File: src/rtl/core/bta_pkg.sv
// ----------------------------------------------------------------------------
// bta_pkg
// Shared widths, codes and sequencer states of the buddy tree allocator.
// ----------------------------------------------------------------------------
package bta_pkg;

   localparam int BYTE_W     = 37;          // byte counts and offsets
   localparam int SAT_W      = BYTE_W + 1;  // size ladder with a saturation bit
   localparam int OFF_W      = BYTE_W + 2;  // running offsets before the fit check
   localparam int LVL_CFG_W  = 4;           // tree_levels register
   localparam int CSR_IDX_W  = 1;
   localparam int REM_CNT_W  = $clog2(BYTE_W);

   localparam logic [LVL_CFG_W-1:0] TREE_LEVELS_RST = 4'd8;
   localparam logic [BYTE_W-1:0]    POOL_BYTES_RST  = 37'd16777216;

   typedef enum logic {
      CMD_ALLOC = 1'b0,
      CMD_FREE  = 1'b1
   } cmd_type;

   typedef enum logic [CSR_IDX_W-1:0] {
      REG_TREE_LEVELS = 1'b0,
      REG_POOL_BYTES  = 1'b1
   } reg_index_type;

   typedef enum logic [3:0] {
      ST_CLEAR,
      ST_IDLE,
      ST_CHOOSE,
      ST_LEVEL,
      ST_DIV,
      ST_PREP,
      ST_SCAN_RD,
      ST_SCAN_CHK,
      ST_MARK_RD,
      ST_MARK_CHK,
      ST_BELOW,
      ST_FREE_UP,
      ST_FREE_CHK,
      ST_DONE
   } state_type;

endpackage

File: src/rtl/core/bta_req_if.sv
// ----------------------------------------------------------------------------
// bta_req_if
// Request channel: allocate or free commands into the allocator.
// ----------------------------------------------------------------------------
interface bta_req_if #(
   parameter int NODE_W = 8
);
   import bta_pkg::*;

   logic              valid;
   logic              ready;
   logic              command;
   logic [BYTE_W-1:0] request_bytes;
   logic [BYTE_W-1:0] align_bytes;
   logic [NODE_W-1:0] node_index;

   modport source (
      output valid, command, request_bytes, align_bytes, node_index,
      input  ready
   );

   modport sink (
      input  valid, command, request_bytes, align_bytes, node_index,
      output ready
   );

endinterface

File: src/rtl/core/bta_rsp_if.sv
// ----------------------------------------------------------------------------
// bta_rsp_if
// Response channel: one beat per accepted command.
// ----------------------------------------------------------------------------
interface bta_rsp_if #(
   parameter int NODE_W = 8
);
   import bta_pkg::*;

   logic              valid;
   logic              ready;
   logic              ok;
   logic [BYTE_W-1:0] byte_offset;
   logic [NODE_W-1:0] granted_node;

   modport source (
      output valid, ok, byte_offset, granted_node,
      input  ready
   );

   modport sink (
      input  valid, ok, byte_offset, granted_node,
      output ready
   );

endinterface

File: src/rtl/core/bta_csr_if.sv
// ----------------------------------------------------------------------------
// bta_csr_if
// Register write channel: index and data per beat.
// ----------------------------------------------------------------------------
interface bta_csr_if;
   import bta_pkg::*;

   logic                 valid;
   logic                 ready;
   logic [CSR_IDX_W-1:0] index;
   logic [BYTE_W-1:0]    data;

   modport source (
      output valid, index, data,
      input  ready
   );

   modport sink (
      input  valid, index, data,
      output ready
   );

endinterface

File: src/rtl/core/bta_ram.sv
// ----------------------------------------------------------------------------
// bta_ram
// Generic simple dual-port RAM, one write and one registered read port.
// ----------------------------------------------------------------------------
module bta_ram #(
   parameter int WIDTH  = 1,
   parameter int DEPTH  = 256,
   parameter int ADDR_W = $clog2(DEPTH)
) (
   input  logic              clock,
   input  logic              we,
   input  logic [ADDR_W-1:0] waddr,
   input  logic [WIDTH-1:0]  wdata,
   input  logic [ADDR_W-1:0] raddr,
   output logic [WIDTH-1:0]  rdata
);

   logic [WIDTH-1:0] mem [DEPTH];
   logic [WIDTH-1:0] rdata_ff;

   always_ff @(posedge clock) begin
      if (we) begin
         mem[waddr] <= wdata;
      end
      rdata_ff <= mem[raddr];
   end

   assign rdata = rdata_ff;

endmodule

File: src/rtl/core/bta_rem_unit.sv
// ----------------------------------------------------------------------------
// bta_rem_unit
// Restoring remainder unit, one dividend bit per cycle.
// ----------------------------------------------------------------------------
module bta_rem_unit (
   input  logic                      clock,
   input  logic                      reset,
   input  logic                      start,
   input  logic [bta_pkg::BYTE_W-1:0] dividend,
   input  logic [bta_pkg::BYTE_W-1:0] divisor,
   output logic                      done,
   output logic [bta_pkg::BYTE_W-1:0] remainder
);
   import bta_pkg::*;

   logic                 busy_ff, busy_in;
   logic                 done_ff, done_in;
   logic [REM_CNT_W-1:0] cnt_ff, cnt_in;
   logic [BYTE_W-1:0]    dvd_ff, dvd_in;
   logic [BYTE_W-1:0]    dsr_ff, dsr_in;
   logic [BYTE_W-1:0]    rem_ff, rem_in;
   logic [BYTE_W:0]      trial;
   logic [BYTE_W:0]      diff;

   // shift in the next dividend bit, subtract when the divisor fits
   assign trial = {rem_ff, dvd_ff[BYTE_W-1]};
   assign diff  = trial - {1'b0, dsr_ff};

   always_comb begin
      busy_in = busy_ff;
      done_in = 1'b0;
      cnt_in  = cnt_ff;
      dvd_in  = dvd_ff;
      dsr_in  = dsr_ff;
      rem_in  = rem_ff;
      if (start) begin
         busy_in = 1'b1;
         cnt_in  = REM_CNT_W'(BYTE_W - 1);
         dvd_in  = dividend;
         dsr_in  = divisor;
         rem_in  = '0;
      end else if (busy_ff) begin
         rem_in = (trial >= {1'b0, dsr_ff}) ? diff[BYTE_W-1:0] : trial[BYTE_W-1:0];
         dvd_in = {dvd_ff[BYTE_W-2:0], 1'b0};
         cnt_in = cnt_ff - REM_CNT_W'(1);
         if (cnt_ff == '0) begin
            busy_in = 1'b0;
            done_in = 1'b1;
         end
      end
   end

   always_ff @(posedge clock) begin
      if (reset) begin
         busy_ff <= 1'b0;
         done_ff <= 1'b0;
      end else begin
         busy_ff <= busy_in;
         done_ff <= done_in;
      end
   end

   always_ff @(posedge clock) begin
      cnt_ff <= cnt_in;
      dvd_ff <= dvd_in;
      dsr_ff <= dsr_in;
      rem_ff <= rem_in;
   end

   assign done      = done_ff;
   assign remainder = rem_ff;

endmodule

File: src/rtl/core/buddy_tree_allocator.sv
// Sequence: a free clears nodes on the way up while their buddy is free, then clears every
// descendant and closes. An allocate picks a level, then for each visited level waits on the
// remainder unit and scans its nodes, then marks the node and its ancestors up to the first
// busy one, marks every descendant and closes.
// Throughput: one command at a time; the next is taken once the current one has finished.
// Reset: tree_levels 8, pool_bytes 16777216, then a clearing pass over all 2^MAX_LEVELS entries.
// ----------------------------------------------------------------------------
// buddy_tree_allocator
// Buddy allocator over an implicit binary tree of busy bits held in a RAM,
// walked by a small sequencer with a single remainder unit.
// ----------------------------------------------------------------------------
module buddy_tree_allocator #(
   parameter int MAX_LEVELS = 8
) (
   input  logic      clock,
   input  logic      reset,
   bta_csr_if.sink   csr_bus,
   bta_req_if.sink   req_bus,
   bta_rsp_if.source rsp_bus
);
   import bta_pkg::*;

   localparam int NODE_W    = MAX_LEVELS;
   localparam int NW1       = NODE_W + 1;
   localparam int LVL_W     = $clog2(MAX_LEVELS + 1);
   localparam int CMP_W     = (LVL_W > LVL_CFG_W) ? LVL_W : LVL_CFG_W;
   localparam int RAM_DEPTH = 1 << MAX_LEVELS;

   // --- configuration registers ---------------------------------------------
   logic [LVL_CFG_W-1:0] tree_levels_ff;
   logic [BYTE_W-1:0]    pool_bytes_ff;

   // --- sequencer state -----------------------------------------------------
   state_type         state_ff, state_in;
   logic [NODE_W-1:0] clr_ff, clr_in;
   logic              rsp_valid_ff, rsp_valid_in;

   // command latched at accept
   cmd_type           cmd_ff, cmd_in;
   logic [BYTE_W-1:0] req_bytes_ff, req_bytes_in;
   logic [BYTE_W-1:0] align_ff, align_in;

   // level selection and scan
   logic [LVL_W-1:0]  lvl_ff, lvl_in;
   logic [SAT_W-1:0]  sat_ff, sat_in;
   logic [BYTE_W-1:0] span_ff, span_in;
   logic [BYTE_W-1:0] rs_ff, rs_in;
   logic [BYTE_W-1:0] span_fl_ff, span_fl_in;
   logic [BYTE_W-1:0] al_m_rs_ff, al_m_rs_in;
   logic [OFF_W-1:0]  span_fl_al_ff, span_fl_al_in;
   logic [OFF_W-1:0]  base_end_ff, base_end_in;
   logic [OFF_W-1:0]  off_ff, off_in;
   logic [BYTE_W-1:0] slack_ff, slack_in;
   logic              any_free_ff, any_free_in;
   logic [NODE_W-1:0] n_ff, n_in;
   logic [NODE_W-1:0] last_ff, last_in;

   // tree walks
   logic [NODE_W-1:0] tgt_ff, tgt_in;
   logic [NODE_W-1:0] cur_ff, cur_in;
   logic [NW1-1:0]    lo_ff, lo_in;
   logic [NW1-1:0]    hi_ff, hi_in;
   logic [NW1-1:0]    k_ff, k_in;

   // pending result and output register
   logic              res_ok_ff, res_ok_in;
   logic [BYTE_W-1:0] res_off_ff, res_off_in;
   logic [NODE_W-1:0] res_node_ff, res_node_in;
   logic              rsp_ok_ff, rsp_ok_in;
   logic [BYTE_W-1:0] rsp_off_ff, rsp_off_in;
   logic [NODE_W-1:0] rsp_node_ff, rsp_node_in;

   // --- datapath helpers ----------------------------------------------------
   logic [LVL_W-1:0]  levels;
   logic [NODE_W-1:0] nodes;
   logic [BYTE_W-1:0] leaf_bytes;
   logic [BYTE_W-1:0] span_sel;
   logic [NODE_W-1:0] level_first;
   logic [NODE_W-1:0] level_last;
   logic [NODE_W-1:0] parent;
   logic [NODE_W-1:0] buddy;
   logic              fits;
   logic              bump;
   logic [OFF_W-1:0]  off_next;
   logic [BYTE_W-1:0] slack_next;
   logic              free_seen;
   logic              accept;

   logic              ram_we;
   logic [NODE_W-1:0] ram_waddr;
   logic [0:0]        ram_wdata;
   logic [NODE_W-1:0] ram_raddr;
   logic [0:0]        ram_rdata;

   logic              div_start;
   logic              div_done;
   logic [BYTE_W-1:0] div_rem;

   assign accept = req_bus.valid && req_bus.ready;

   // Clamp the level count to 1 .. MAX_LEVELS.
   always_comb begin
      if (tree_levels_ff == '0) begin
         levels = LVL_W'(1);
      end else if (CMP_W'(tree_levels_ff) > CMP_W'(MAX_LEVELS)) begin
         levels = LVL_W'(MAX_LEVELS);
      end else begin
         levels = LVL_W'(tree_levels_ff);
      end
   end

   assign nodes       = NODE_W'((NW1'(1) << levels) - NW1'(1));
   assign leaf_bytes  = pool_bytes_ff >> (levels - LVL_W'(1));
   assign span_sel    = pool_bytes_ff >> lvl_ff;
   assign level_first = NODE_W'((NW1'(1) << lvl_ff) - NW1'(1));
   assign level_last  = NODE_W'((NW1'(1) << LVL_W'(lvl_ff + LVL_W'(1))) - NW1'(2));
   assign parent      = NODE_W'((cur_ff - NODE_W'(1)) >> 1);
   assign buddy       = cur_ff[0] ? NODE_W'(cur_ff + NODE_W'(1))
                                  : NODE_W'(cur_ff - NODE_W'(1));

   // Fit check: aligned start plus size must end inside the node.
   assign fits = (off_ff + OFF_W'(req_bytes_ff)) <= base_end_ff;

   // Step the rounded-up offset to the next node without a divide. slack is
   // the distance from the node base up to the aligned offset; rs is the
   // node span modulo the alignment, taken once per level.
   assign bump       = rs_ff > slack_ff;
   assign off_next   = off_ff + (bump ? span_fl_al_ff : OFF_W'(span_fl_ff));
   assign slack_next = bump ? BYTE_W'(slack_ff + al_m_rs_ff) : BYTE_W'(slack_ff - rs_ff);
   assign free_seen  = any_free_ff || !ram_rdata[0];

   // --- sequencer -----------------------------------------------------------
   always_comb begin
      state_in      = state_ff;
      clr_in        = clr_ff;
      cmd_in        = cmd_ff;
      req_bytes_in  = req_bytes_ff;
      align_in      = align_ff;
      lvl_in        = lvl_ff;
      sat_in        = sat_ff;
      span_in       = span_ff;
      rs_in         = rs_ff;
      span_fl_in    = span_fl_ff;
      al_m_rs_in    = al_m_rs_ff;
      span_fl_al_in = span_fl_al_ff;
      base_end_in   = base_end_ff;
      off_in        = off_ff;
      slack_in      = slack_ff;
      any_free_in   = any_free_ff;
      n_in          = n_ff;
      last_in       = last_ff;
      tgt_in        = tgt_ff;
      cur_in        = cur_ff;
      lo_in         = lo_ff;
      hi_in         = hi_ff;
      k_in          = k_ff;
      res_ok_in     = res_ok_ff;
      res_off_in    = res_off_ff;
      res_node_in   = res_node_ff;
      rsp_ok_in     = rsp_ok_ff;
      rsp_off_in    = rsp_off_ff;
      rsp_node_in   = rsp_node_ff;
      // drop the output beat once it is taken
      rsp_valid_in  = rsp_valid_ff && !rsp_bus.ready;
      ram_we        = 1'b0;
      ram_waddr     = cur_ff;
      ram_wdata     = 1'b0;
      ram_raddr     = cur_ff;
      div_start     = 1'b0;

      case (state_ff)
         ST_CLEAR: begin
            // sweep every entry to free, one per cycle
            ram_we    = 1'b1;
            ram_waddr = clr_ff;
            clr_in    = NODE_W'(clr_ff + NODE_W'(1));
            if (clr_ff == '1) begin
               state_in = ST_IDLE;
            end
         end

         ST_IDLE: begin
            if (accept) begin
               cmd_in       = cmd_type'(req_bus.command);
               req_bytes_in = req_bus.request_bytes;
               align_in     = (req_bus.align_bytes == '0) ? BYTE_W'(1) : req_bus.align_bytes;
               lvl_in       = levels - LVL_W'(1);
               sat_in       = SAT_W'(leaf_bytes);
               tgt_in       = NODE_W'(req_bus.node_index);
               cur_in       = NODE_W'(req_bus.node_index);
               res_ok_in    = 1'b0;
               res_off_in   = '0;
               res_node_in  = '0;
               if (req_bus.command == CMD_FREE) begin
                  // a free echoes the node; out of range changes nothing
                  res_node_in = NODE_W'(req_bus.node_index);
                  if (NODE_W'(req_bus.node_index) < nodes) begin
                     res_ok_in = 1'b1;
                     state_in  = ST_FREE_UP;
                  end else begin
                     state_in  = ST_DONE;
                  end
               end else begin
                  state_in = ST_CHOOSE;
               end
            end
         end

         ST_CHOOSE: begin
            // climb from the leaf level until the node size covers the request
            if ({1'b0, req_bytes_ff} <= sat_ff) begin
               state_in = ST_LEVEL;
            end else if (lvl_ff == '0) begin
               state_in = ST_DONE;
            end else begin
               lvl_in = lvl_ff - LVL_W'(1);
               sat_in = sat_ff[SAT_W-1] ? sat_ff : {sat_ff[SAT_W-2:0], 1'b0};
            end
         end

         ST_LEVEL: begin
            // set up a level scan and start span mod align
            div_start   = 1'b1;
            span_in     = span_sel;
            base_end_in = OFF_W'(span_sel);
            off_in      = '0;
            slack_in    = '0;
            any_free_in = 1'b0;
            n_in        = level_first;
            last_in     = level_last;
            state_in    = ST_DIV;
         end

         ST_DIV: begin
            if (div_done) begin
               rs_in      = div_rem;
               span_fl_in = span_ff - div_rem;
               al_m_rs_in = align_ff - div_rem;
               state_in   = ST_PREP;
            end
         end

         ST_PREP: begin
            span_fl_al_in = OFF_W'(span_fl_ff) + OFF_W'(align_ff);
            state_in      = ST_SCAN_RD;
         end

         ST_SCAN_RD: begin
            ram_raddr = n_ff;
            state_in  = ST_SCAN_CHK;
         end

         ST_SCAN_CHK: begin
            // read ahead the next node so the scan runs one node per cycle
            ram_raddr = NODE_W'(n_ff + NODE_W'(1));
            if (!ram_rdata[0] && fits) begin
               res_ok_in   = 1'b1;
               res_off_in  = off_ff[BYTE_W-1:0];
               res_node_in = n_ff;
               tgt_in      = n_ff;
               cur_in      = n_ff;
               state_in    = ST_MARK_RD;
            end else begin
               any_free_in = free_seen;
               if (n_ff == last_ff) begin
                  // free nodes but none aligned: retry one level up
                  if (free_seen && (lvl_ff != '0)) begin
                     lvl_in   = lvl_ff - LVL_W'(1);
                     state_in = ST_LEVEL;
                  end else begin
                     state_in = ST_DONE;
                  end
               end else begin
                  n_in        = NODE_W'(n_ff + NODE_W'(1));
                  base_end_in = base_end_ff + OFF_W'(span_ff);
                  off_in      = off_next;
                  slack_in    = slack_next;
               end
            end
         end

         ST_MARK_RD: begin
            ram_raddr = cur_ff;
            state_in  = ST_MARK_CHK;
         end

         ST_MARK_CHK: begin
            // mark the node and its ancestors busy until one already is
            if (ram_rdata[0]) begin
               lo_in    = {tgt_ff, 1'b1};
               hi_in    = NW1'({tgt_ff, 1'b0} + NW1'(2));
               k_in     = {tgt_ff, 1'b1};
               state_in = ST_BELOW;
            end else begin
               ram_we    = 1'b1;
               ram_waddr = cur_ff;
               ram_wdata = 1'b1;
               if (cur_ff == '0) begin
                  lo_in    = {tgt_ff, 1'b1};
                  hi_in    = NW1'({tgt_ff, 1'b0} + NW1'(2));
                  k_in     = {tgt_ff, 1'b1};
                  state_in = ST_BELOW;
               end else begin
                  cur_in   = parent;
                  state_in = ST_MARK_RD;
               end
            end
         end

         ST_BELOW: begin
            // write every descendant, level by level, left to right
            if (k_ff >= NW1'(nodes)) begin
               state_in = ST_DONE;
            end else begin
               ram_we    = 1'b1;
               ram_waddr = k_ff[NODE_W-1:0];
               ram_wdata = (cmd_ff == CMD_ALLOC);
               if (k_ff == hi_ff) begin
                  lo_in = {lo_ff[NODE_W-1:0], 1'b1};
                  hi_in = NW1'({hi_ff[NODE_W-1:0], 1'b0} + NW1'(2));
                  k_in  = {lo_ff[NODE_W-1:0], 1'b1};
               end else begin
                  k_in  = NW1'(k_ff + NW1'(1));
               end
            end
         end

         ST_FREE_UP: begin
            // clear this node and look at its buddy
            ram_we    = 1'b1;
            ram_waddr = cur_ff;
            ram_wdata = 1'b0;
            ram_raddr = buddy;
            if (cur_ff == '0) begin
               lo_in    = {tgt_ff, 1'b1};
               hi_in    = NW1'({tgt_ff, 1'b0} + NW1'(2));
               k_in     = {tgt_ff, 1'b1};
               state_in = ST_BELOW;
            end else begin
               state_in = ST_FREE_CHK;
            end
         end

         ST_FREE_CHK: begin
            // a busy buddy keeps the parent busy
            if (ram_rdata[0]) begin
               lo_in    = {tgt_ff, 1'b1};
               hi_in    = NW1'({tgt_ff, 1'b0} + NW1'(2));
               k_in     = {tgt_ff, 1'b1};
               state_in = ST_BELOW;
            end else begin
               cur_in   = parent;
               state_in = ST_FREE_UP;
            end
         end

         ST_DONE: begin
            // hold until the output register is free
            if (!rsp_valid_ff || rsp_bus.ready) begin
               rsp_valid_in = 1'b1;
               rsp_ok_in    = res_ok_ff;
               rsp_off_in   = res_off_ff;
               rsp_node_in  = res_node_ff;
               state_in     = ST_IDLE;
            end
         end

         default: begin
            state_in = ST_IDLE;
         end
      endcase
   end

   // --- registers -----------------------------------------------------------
   always_ff @(posedge clock) begin
      if (reset) begin
         state_ff       <= ST_CLEAR;
         clr_ff         <= '0;
         rsp_valid_ff   <= 1'b0;
         tree_levels_ff <= TREE_LEVELS_RST;
         pool_bytes_ff  <= POOL_BYTES_RST;
      end else begin
         state_ff     <= state_in;
         clr_ff       <= clr_in;
         rsp_valid_ff <= rsp_valid_in;
         if (csr_bus.valid) begin
            case (csr_bus.index)
               REG_TREE_LEVELS: tree_levels_ff <= csr_bus.data[LVL_CFG_W-1:0];
               REG_POOL_BYTES:  pool_bytes_ff  <= csr_bus.data;
               default: begin
               end
            endcase
         end
      end
   end

   always_ff @(posedge clock) begin
      cmd_ff        <= cmd_in;
      req_bytes_ff  <= req_bytes_in;
      align_ff      <= align_in;
      lvl_ff        <= lvl_in;
      sat_ff        <= sat_in;
      span_ff       <= span_in;
      rs_ff         <= rs_in;
      span_fl_ff    <= span_fl_in;
      al_m_rs_ff    <= al_m_rs_in;
      span_fl_al_ff <= span_fl_al_in;
      base_end_ff   <= base_end_in;
      off_ff        <= off_in;
      slack_ff      <= slack_in;
      any_free_ff   <= any_free_in;
      n_ff          <= n_in;
      last_ff       <= last_in;
      tgt_ff        <= tgt_in;
      cur_ff        <= cur_in;
      lo_ff         <= lo_in;
      hi_ff         <= hi_in;
      k_ff          <= k_in;
      res_ok_ff     <= res_ok_in;
      res_off_ff    <= res_off_in;
      res_node_ff   <= res_node_in;
      rsp_ok_ff     <= rsp_ok_in;
      rsp_off_ff    <= rsp_off_in;
      rsp_node_ff   <= rsp_node_in;
   end

   // --- busy-bit tree and remainder unit ------------------------------------
   bta_ram #(
      .WIDTH (1),
      .DEPTH (RAM_DEPTH)
   ) u_tree_ram (
      .clock (clock),
      .we    (ram_we),
      .waddr (ram_waddr),
      .wdata (ram_wdata),
      .raddr (ram_raddr),
      .rdata (ram_rdata)
   );

   bta_rem_unit u_rem (
      .clock     (clock),
      .reset     (reset),
      .start     (div_start),
      .dividend  (span_sel),
      .divisor   (align_ff),
      .done      (div_done),
      .remainder (div_rem)
   );

   // --- ports ---------------------------------------------------------------
   assign csr_bus.ready        = 1'b1;
   assign req_bus.ready        = (state_ff == ST_IDLE);
   assign rsp_bus.valid        = rsp_valid_ff;
   assign rsp_bus.ok           = rsp_ok_ff;
   assign rsp_bus.byte_offset  = rsp_off_ff;
   assign rsp_bus.granted_node = rsp_node_ff;

   // --- assertions ----------------------------------------------------------
   a_one_at_a_time: assert property (@(posedge clock) disable iff (reset)
      accept |=> !req_bus.ready)
      else $error("command accepted while another is in flight");

   a_rem_in_div: assert property (@(posedge clock) disable iff (reset)
      div_done |-> state_ff == ST_DIV)
      else $error("remainder finished outside the level setup");

   a_scan_level: assert property (@(posedge clock) disable iff (reset)
      state_ff == ST_SCAN_CHK |-> lvl_ff < LVL_W'(MAX_LEVELS))
      else $error("scan level outside the tree");

   a_fail_zero: assert property (@(posedge clock) disable iff (reset)
      rsp_valid_ff && !rsp_ok_ff |-> rsp_off_ff == '0)
      else $error("failed response carries an offset");

endmodule
File: src/flat_wrapper.sv
// flat-port wrapper written by rule: the top's interface ports become plain ports
module buddy_tree_allocator_flat import bta_pkg::*;
#(
   parameter int MAX_LEVELS = 8
)
  (clock, reset, csr_bus_valid, csr_bus_index, csr_bus_data, csr_bus_ready, req_bus_valid, req_bus_command, req_bus_request_bytes, req_bus_align_bytes, req_bus_node_index, req_bus_ready, rsp_bus_valid, rsp_bus_ok, rsp_bus_byte_offset, rsp_bus_granted_node, rsp_bus_ready);
  bta_csr_if csr_bus_i ();
  bta_req_if req_bus_i ();
  bta_rsp_if rsp_bus_i ();
  input  logic clock;
  input  logic reset;
  input wire logic [$bits(csr_bus_i.valid)-1:0] csr_bus_valid;
  input wire logic [$bits(csr_bus_i.index)-1:0] csr_bus_index;
  input wire logic [$bits(csr_bus_i.data)-1:0] csr_bus_data;
  output wire logic [$bits(csr_bus_i.ready)-1:0] csr_bus_ready;
  input wire logic [$bits(req_bus_i.valid)-1:0] req_bus_valid;
  input wire logic [$bits(req_bus_i.command)-1:0] req_bus_command;
  input wire logic [$bits(req_bus_i.request_bytes)-1:0] req_bus_request_bytes;
  input wire logic [$bits(req_bus_i.align_bytes)-1:0] req_bus_align_bytes;
  input wire logic [$bits(req_bus_i.node_index)-1:0] req_bus_node_index;
  output wire logic [$bits(req_bus_i.ready)-1:0] req_bus_ready;
  output wire logic [$bits(rsp_bus_i.valid)-1:0] rsp_bus_valid;
  output wire logic [$bits(rsp_bus_i.ok)-1:0] rsp_bus_ok;
  output wire logic [$bits(rsp_bus_i.byte_offset)-1:0] rsp_bus_byte_offset;
  output wire logic [$bits(rsp_bus_i.granted_node)-1:0] rsp_bus_granted_node;
  input wire logic [$bits(rsp_bus_i.ready)-1:0] rsp_bus_ready;
  assign csr_bus_i.valid = csr_bus_valid;
  assign csr_bus_i.index = csr_bus_index;
  assign csr_bus_i.data = csr_bus_data;
  assign csr_bus_ready = csr_bus_i.ready;
  assign req_bus_i.valid = req_bus_valid;
  assign req_bus_i.command = req_bus_command;
  assign req_bus_i.request_bytes = req_bus_request_bytes;
  assign req_bus_i.align_bytes = req_bus_align_bytes;
  assign req_bus_i.node_index = req_bus_node_index;
  assign req_bus_ready = req_bus_i.ready;
  assign rsp_bus_valid = rsp_bus_i.valid;
  assign rsp_bus_ok = rsp_bus_i.ok;
  assign rsp_bus_byte_offset = rsp_bus_i.byte_offset;
  assign rsp_bus_granted_node = rsp_bus_i.granted_node;
  assign rsp_bus_i.ready = rsp_bus_ready;
  buddy_tree_allocator #(.MAX_LEVELS(MAX_LEVELS)) u_core (.clock(clock), .reset(reset), .csr_bus(csr_bus_i), .req_bus(req_bus_i), .rsp_bus(rsp_bus_i));
endmodule
File: config.mk
export PLATFORM = sky130hd
export DESIGN_NAME = buddy_tree_allocator_flat
export DESIGN_NICKNAME = d
export VERILOG_FILES = /design/src/rtl/core/bta_pkg.sv /design/src/rtl/core/bta_req_if.sv /design/src/rtl/core/bta_rsp_if.sv /design/src/rtl/core/bta_csr_if.sv /design/src/rtl/core/bta_ram.sv /design/src/rtl/core/bta_rem_unit.sv /design/src/rtl/core/buddy_tree_allocator.sv /design/src/flat_wrapper.sv
export SDC_FILE = /design/constraint.sdc
export NUM_CORES = 2
export LEC_CHECK = 0
export BUFFER_PORTS_ARGS = -buffer_cell sky130_fd_sc_hd__buf_2
export CELL_PAD_IN_SITES_DETAIL_PLACEMENT = 0
export CELL_PAD_IN_SITES_GLOBAL_PLACEMENT = 1
export CORE_MARGIN = 1.5
export CORE_UTILIZATION = 45
export DETAILED_ROUTE_END_ITERATION = 10
export PLACE_DENSITY_LB_ADDON = 0.1
export SLEW_MARGIN = 20
export SYNTH_ARGS = -nofsm -noshare
export SYNTH_HDL_FRONTEND = slang
export SYNTH_HIERARCHICAL = 1
export SYNTH_SLANG_ARGS = --single-unit
File: constraint.sdc
create_clock -name clock -period 11 [get_ports clock]
set_input_delay 1.1 -clock clock [delete_from_list [all_inputs] [get_ports clock]]
set_output_delay 1.1 -clock clock [all_outputs]
set_load 0.02 [all_outputs]
### Word-level counts from Yosys, hierarchy flattened

Memory sizes are Yosys's and may differ from the RTL's. A register that Yosys moved wholly into a read port is not among the register bits.
Index checks and enable logic that the tools add are counted.

| storage, ports and cells | value |
|---|---|
| register bits after elaboration | 744 |
| RAM bits | 256 |
| logic and storage cells | 258 |
| bits of input ports | 126 |
| memories | 1 |

Memories:

| name | words | bits a word | read ports | clocked after memory_dff | write ports | RTL line | text |
|---|---|---|---|---|---|---|---|
| u_core.u_tree_ram.mem | 256 | 1 | 1 | 1 | 1 | bta_ram.sv:18 | `logic [WIDTH-1:0] mem [DEPTH];` |

| cells by class | value |
|---|---|
| muxes and demuxes | 103 |
| shift-type cells | 5 |
| eq/ne operators | 37 |
| reductions and logical operators | 40 |
| magnitude comparators | 7 |
| add/sub/neg operators | 23 |
| bitwise gates (word level) | 3 |

Operators by type and width:

| cell | count |
|---|---|
| $mux W37 | 8 |
| $mux W39 | 5 |
| $pmux W39 S2 | 2 |
| $mux W38 | 4 |
| $pmux W37 S2 | 2 |
| $sub A37 B37 Y37 | 4 |
| $mux W9 | 14 |
| $pmux W9 S4 | 3 |
| $mux W8 | 11 |
| $mux W4 | 20 |
| $add A39 B37 Y39 | 2 |
| $pmux W38 S2 | 1 |
| $shr A37 B4 Y37 | 2 |
| $pmux W8 S2 | 4 |
| $pmux W4 S14 | 1 |
| $add A39 B39 Y39 | 1 |
| $le A39 B39 Y1 | 1 |
| $add A37 B37 Y38 | 1 |
| $ge A38 B37 Y1 | 1 |
| $le A37 B38 Y1 | 1 |
| $add A37 B37 Y37 | 1 |
| $gt A37 B37 Y1 | 1 |
| $logic_not A37 Y1 | 1 |
| $pmux W8 S4 | 1 |
| other kinds (48) | 126 |

### Logic depth before layout (Yosys ltp)

| logic depth | value |
|---|---|
| word-level depth | 10 |
| depth in mapped cells | 25 |

### Hierarchy

The synthesis kept the hierarchy.

By module, submodules not included:

| module | area each (um2) | cells each | times used |
|---|---|---|---|
| buddy_tree_allocator | 44,361.3 | 4,533 | 1 |
| bta_ram | 11,128.2 | 788 | 1 |
| bta_rem_unit | 7,089.3 | 743 | 1 |

### Least setup slack after synthesis

Ideal clock, no wire load.

| path | value |
|---|---|
| path type | reg-to-reg |
| start point | register u_core.tree_levels_ff[2] |
| end point | memory u_core.u_tree_ram.mem[0] (data pin) |
| arrival | 10,293 ps |
| setup time | 1,585 ps |
| stages on the path, launching flop included | 20 |
| clock period less this slack | 11,878 ps |
| slack | -878 ps |
| path through | dfxtp_1 clkbuf_1 nor2_1 nor2_1 nor2_1 clkbuf_1 inv_1 ha_1 nand2_1 ha_1 and3_1 mux2i_1 a21oi_1 ha_1 nor4_1 nor2_1 a21oi_1 clkbuf_1 inv_1 o22ai_1 |

| between the ends | value |
|---|---|
| cells in the longest elaborated chain, start to end | 8 |

RTL lines:

| element | RTL line | text |
|---|---|---|
| start: declaration | buddy_tree_allocator.sv:30 | `logic [LVL_CFG_W-1:0] tree_levels_ff;` |
| start signal: assignment | buddy_tree_allocator.sv:388 | `REG_TREE_LEVELS: tree_levels_ff <= csr_bus.data[LVL_CFG_W-1:0];` |
| $gt A4 B4 Y1 | buddy_tree_allocator.sv:105 | `end else if (CMP_W'(tree_levels_ff) > CMP_W'(MAX_LEVELS)) begin` |
| $mux W4 | buddy_tree_allocator.sv:105 |  |
| $mux W4 (*) | buddy_tree_allocator.sv:103 | `if (tree_levels_ff == '0) begin` |
| $shl A1 B4 Y8 (*) | buddy_tree_allocator.sv:112 | `assign nodes = NODE_W'((NW1'(1) << levels) - NW1'(1));` |
| $sub A8 B2 Y8 (*) | buddy_tree_allocator.sv:112 |  |
| $ge A9 B8 Y1 (*) | buddy_tree_allocator.sv:312 | `if (k_ff >= NW1'(nodes)) begin` |
| $mux W1 (*) | buddy_tree_allocator.sv:312 |  |
| $pmux W1 S2 (*) | buddy_tree_allocator.sv:171 | `case (state_ff)` |
| via u_core.ram_wdata | buddy_tree_allocator.sv:91 | `logic [0:0] ram_wdata;` |
| end: declaration | bta_ram.sv:18 |  |

Mark *: on every way through the listed nets, which the timed path passes. The rest lies on a longest branch.

### Worst setup path after layout

| path | value |
|---|---|
| start point | register u_core.slack_ff[10] |
| end point | register u_core.off_ff[34] (data pin) |

| between the ends | value |
|---|---|
| cells in the longest elaborated chain, start to end | 6 |

RTL lines:

| element | RTL line | text |
|---|---|---|
| start: declaration | buddy_tree_allocator.sv:53 | `logic [BYTE_W-1:0] slack_ff, slack_in;` |
| start signal: assignment | buddy_tree_allocator.sv:410 | `slack_ff <= slack_in;` |
| $gt A37 B37 Y1 | buddy_tree_allocator.sv:127 | `assign bump = rs_ff > slack_ff;` |
| $mux W39 | buddy_tree_allocator.sv:128 | `assign off_next = off_ff + (bump ? span_fl_al_ff : OFF_W'(span_fl_ff));` |
| $add A39 B39 Y39 | buddy_tree_allocator.sv:128 |  |
| $mux W39 | buddy_tree_allocator.sv:265 | `if (n_ff == last_ff) begin` |
| $mux W39 | buddy_tree_allocator.sv:256 | `if (!ram_rdata[0] && fits) begin` |
| $pmux W39 S2 | buddy_tree_allocator.sv:171 |  |
| end signal: assignment | buddy_tree_allocator.sv:409 | `off_ff <= off_in;` |
| end: declaration | buddy_tree_allocator.sv:52 | `logic [OFF_W-1:0] off_ff, off_in;` |

No other way between the ends. The select of a mux whose other input is x is not followed.
A chain may end at the register's enable or synchronous reset.

==> results_dict.tcl <==
set metrics [dict create \
    max_stage_delay_ns 0.53 \
    worstPathMaxFanout 30 \
    path_buf_inv 3 \
    switching_share 0.2285 \
    grt_max_degree 257 \
    dp.cells 7803 \
    coreArea_um2 137700 \
    ys_async_sr_fraction 0 \
    slowest_stage "a211oi_1" \
    synth_edf_count 899 \
    num_io_pins 175 \
    crit_path_frequent_cell "a21oi_1" \
    syn_nets 6645 \
    clk_latency_ns 0.75 \
    min_period_over_period 0.6674 \
    cts.reportedPaths.clkPinSlew_ns 0.07 \
    relSlewSlack 0.2136 \
    crit_type "register to register" \
    drt-pass1-iter-count 5 \
    dieArea_um2 141300 \
    nets 6707 \
    drv_cap 0 \
    crit_family "compound AO/OA/AOI/OAI gates" \
    ctsRootBufferMaster "clkbuf_16" \
    tightest_slew_ns 1.176 \
    vdd_drop_max_mv 0.1290 \
    syn_area_per_cell_um2 10.32 \
    grt_pass1_wl_mm 281.3 \
    die_h_um 375.9 \
    p_sw_uw 1930 \
    rsz0062_at_grt "false" \
    die_w_um 375.9 \
    max_freq_ghz 0.1362 \
    cts-root-to-sink-buffers 3 \
    ys_seq_elements 999 \
    cts-htree-levels 3 \
    setup-violations-final 0 \
    final_max_slew_viol_count 0 \
    p_clk_frac 0.459 \
    initial_utilization 0.4546 \
    portBuffers 173 \
    globalRouteTotalUtil 0.2609 \
    p_leak_uw 0.02561 \
    skew_ns 0.01979 \
    finalHoldViolations 0 \
    gp_congestion 0.8718 \
    vias_per_cell 5.871 \
    yosysUniqueCellTypes 100 \
    cts_tree "built" \
    first_global_vias 45797 \
    post_cts_buffers 0 \
    area_delta_synth_final_pct 10.18 \
    crit_arrival_ns 7.85 \
    dr.first_iter.drc_count 4036 \
    cts_buffers 114 \
    required_ns 11.51 \
    drive_above_1_share 0.1018 \
    wl_per_cell_um 23.30 \
    drc 0 \
    cts.sinks 999 \
    instances_no_fill 8021 \
    synth_warnings 6 \
    hp-class "register to register" \
    synth_cells 6064 \
    overflow 0 \
    postCtsHoldBufs 0 \
    status "completed" \
    rows 136 \
    dp_hpwl_mm 139.2 \
    finalCriticalPeriod_ns 7.342 \
    comb_power_share 0.050 \
    synth-seq-area-share 0.4634 \
    internal_power_uw 6515 \
    netlist_area_um2 62580 \
    cts-resized-gates 0 \
    setup-tns-final_ns 0 \
    cellPowerDensity_nw_per_um2 122.5 \
    antenna_found_initial 4 \
    start_kind "register" \
    num_vias 47088 \
    end_kind "register" \
    seqPwrFrac 0.491 \
    synthFlopType "edfxtp_1" \
    ant_nets 0 \
    routed_wl_mm 186.9 \
]
==> worst reg2reg max path, stage by stage (launching register included) <==
cell,delay [ns]
edfxtp_1,0.41
ha_1,0.39
a21o_1,0.20
a21o_1,0.18
a21oi_1,0.20
o221ai_1,0.22
o2111a_1,0.33
o21bai_2,0.25
a211o_1,0.21
a21oi_2,0.06
buf_4,0.24
nor2_4,0.13
buf_4,0.39
buf_4,0.45
mux2_2,0.41
ha_1,0.35
a21oi_1,0.09
o21ai_1,0.27
a21oi_1,0.16
o311ai_1,0.38
nand4_1,0.30
a211oi_1,0.54
a21oi_1,0.17
o21bai_1,0.25
nand3_1,0.10
a2111oi_0,0.44
==> layer usage <==
layer  GRT usage  share of wire
met1      0.3786           0.47
met2      0.4100           0.45
met3     0.02802          0.050
met4     0.07944          0.027
met5           0              0
==> synthesized netlist by cell type (all sizes together), types with 84 or more instances <==
cell type	number	area, µm²
inv	327	1227
a21oi	423	2121
dfxtp	100	2002
clkbuf	212	795.8
nand3	150	750.7
nand2	516	1939
a21o	177	1329
mux2i	189	1892
nor2	635	2384
ha	446	5580
xor2	125	1095
edfxtp	899	27000
nor3	84	420.4
mux2	96	1149
o21ai	281	1406
xnor2	211	1848
==> power groups by stage <==
| stage | clock network, µW | registers [µW] | logic (µW) |
|---|---|---|---|
| after CTS | 3980 | 4150 | 418 |
| after global routing | 4110 | 4150 | 461 |
| final | 3880 | 4150 | 419 |
| after detailed placement | 0 | 4230 | 415 |
| after global placement | 0 | 4230 | 413 |
| after floorplan | 0 | 4210 | 289 |
==> state kept, by name (all words and copies together), names as in the netlist, 9 cells and up <==
name / cells
u_core/off_ff: 39
u_core/u_rem/dsr_ff: 37
u_core/rsp_bus.byte_offset: 37
u_core/span_fl_ff: 37
u_core/sat_ff: 38
u_core/pool_bytes_ff: 37
u_core/req_bytes_ff: 37
u_core/res_off_ff: 37
u_core/slack_ff: 37
u_core/span_ff: 37
u_core/rs_ff: 37
u_core/al_m_rs_ff: 37
u_core/hi_ff: 9
u_core/u_tree_ram/mem: 256
u_core/base_end_ff: 39
u_core/k_ff: 9
u_core/align_ff: 37
u_core/u_rem/remainder: 37
u_core/span_fl_al_ff: 38
u_core/u_rem/dvd_ff: 37
==> final cells by class <==
cell class	count	area, µm²
sequential	999	29000
multi-input combinational	4459	31360
timing repair buffer	224	1299
clock buffer	147	3110
tap	1794	2245
fill	12616	68710
inverter	328	1231
clock inverter	68	700.7
antenna	2	5.005
==> placed cells by master (no fill, tap or decap), types with 16 or more instances in the layout <==
cell / n
o21ai_0: 267
dfxtp_1: 99
nor2b_1: 55
xor2_1: 125
clkinv_1: 18
mux2_2: 78
o22ai_1: 45
edfxtp_1: 899
a31oi_1: 59
mux4_2: 58
nand2_1: 514
and2_1: 62
nor4_1: 29
mux2_4: 18
o31ai_1: 27
ha_1: 445
buf_4: 47
or3_1: 73
nor2_1: 628
inv_1: 327
or2_2: 16
a21o_1: 177
a311oi_1: 35
nor3_1: 82
nand3_1: 150
clkbuf_1: 23
clkbuf_16: 117
o21a_1: 62
o211ai_1: 52
mux2i_1: 189
xnor2_1: 210
buf_2: 173
nand2b_1: 60
and3_1: 51
o21bai_1: 27
a21oi_1: 419
clkinv_2: 20
a22oi_1: 26
a211oi_1: 48
nand4_1: 65
==> worst paths after layout <==
kind                                             from  depth (start not counted)  slack, ns                              to
worst min register to register  u_core/res_off_ff[36]                          0       0.42  u_core/rsp_bus.byte_offset[36]
worst min-delay path            u_core/res_off_ff[36]                          0       0.42  u_core/rsp_bus.byte_offset[36]
worst max-delay path              u_core/slack_ff[10]                         25       3.66               u_core/off_ff[34]
worst max register to register    u_core/slack_ff[10]                         25       3.66               u_core/off_ff[34]
==> kinds of logic (layout without fill, tap and decap cells) <==
| kind of cell | Yosys count | after routing | share of synthesized area |
|---|---|---|---|
| xor gates and xnor gates | 336 | 336 | 0.04703 |
| buffers and inverters | 606 | 767 | 0.03841 |
| and+or+nand+nor | 1861 | 1861 | 0.1374 |
| muxes | 343 | 343 | 0.06946 |
| adders and majority gates | 455 | 455 | 0.09205 |
| AOI/OAI and AO/OA | 1463 | 1463 | 0.1522 |
| other | 1 | 3 | 0.00005992 |
| DFF | 999 | 999 | 0.4634 |
==> through the flow <==
step / hold WS (ns) / total power, µW / setup slack, ns / util / area (µm²)
after detailed placement: 0.4062 / 4642 / 3.720 / 0.4730 / 65110
final: 0.4178 / 8445 / 3.658 / 0.5009 / 68950
after global placement: 0.4044 / 4639 / 3.895 / 0.4729 / 65100
after CTS: 0.4084 / 8539 / 3.669 / 0.5007 / 68920
after global routing: 0.4223 / 8714 / 3.172 / 0.5008 / 68940
after floorplan: 0.4003 / 4503 / 0.8354 / - / 62590
No activity file was read; power rests on OpenSTA's default activity.
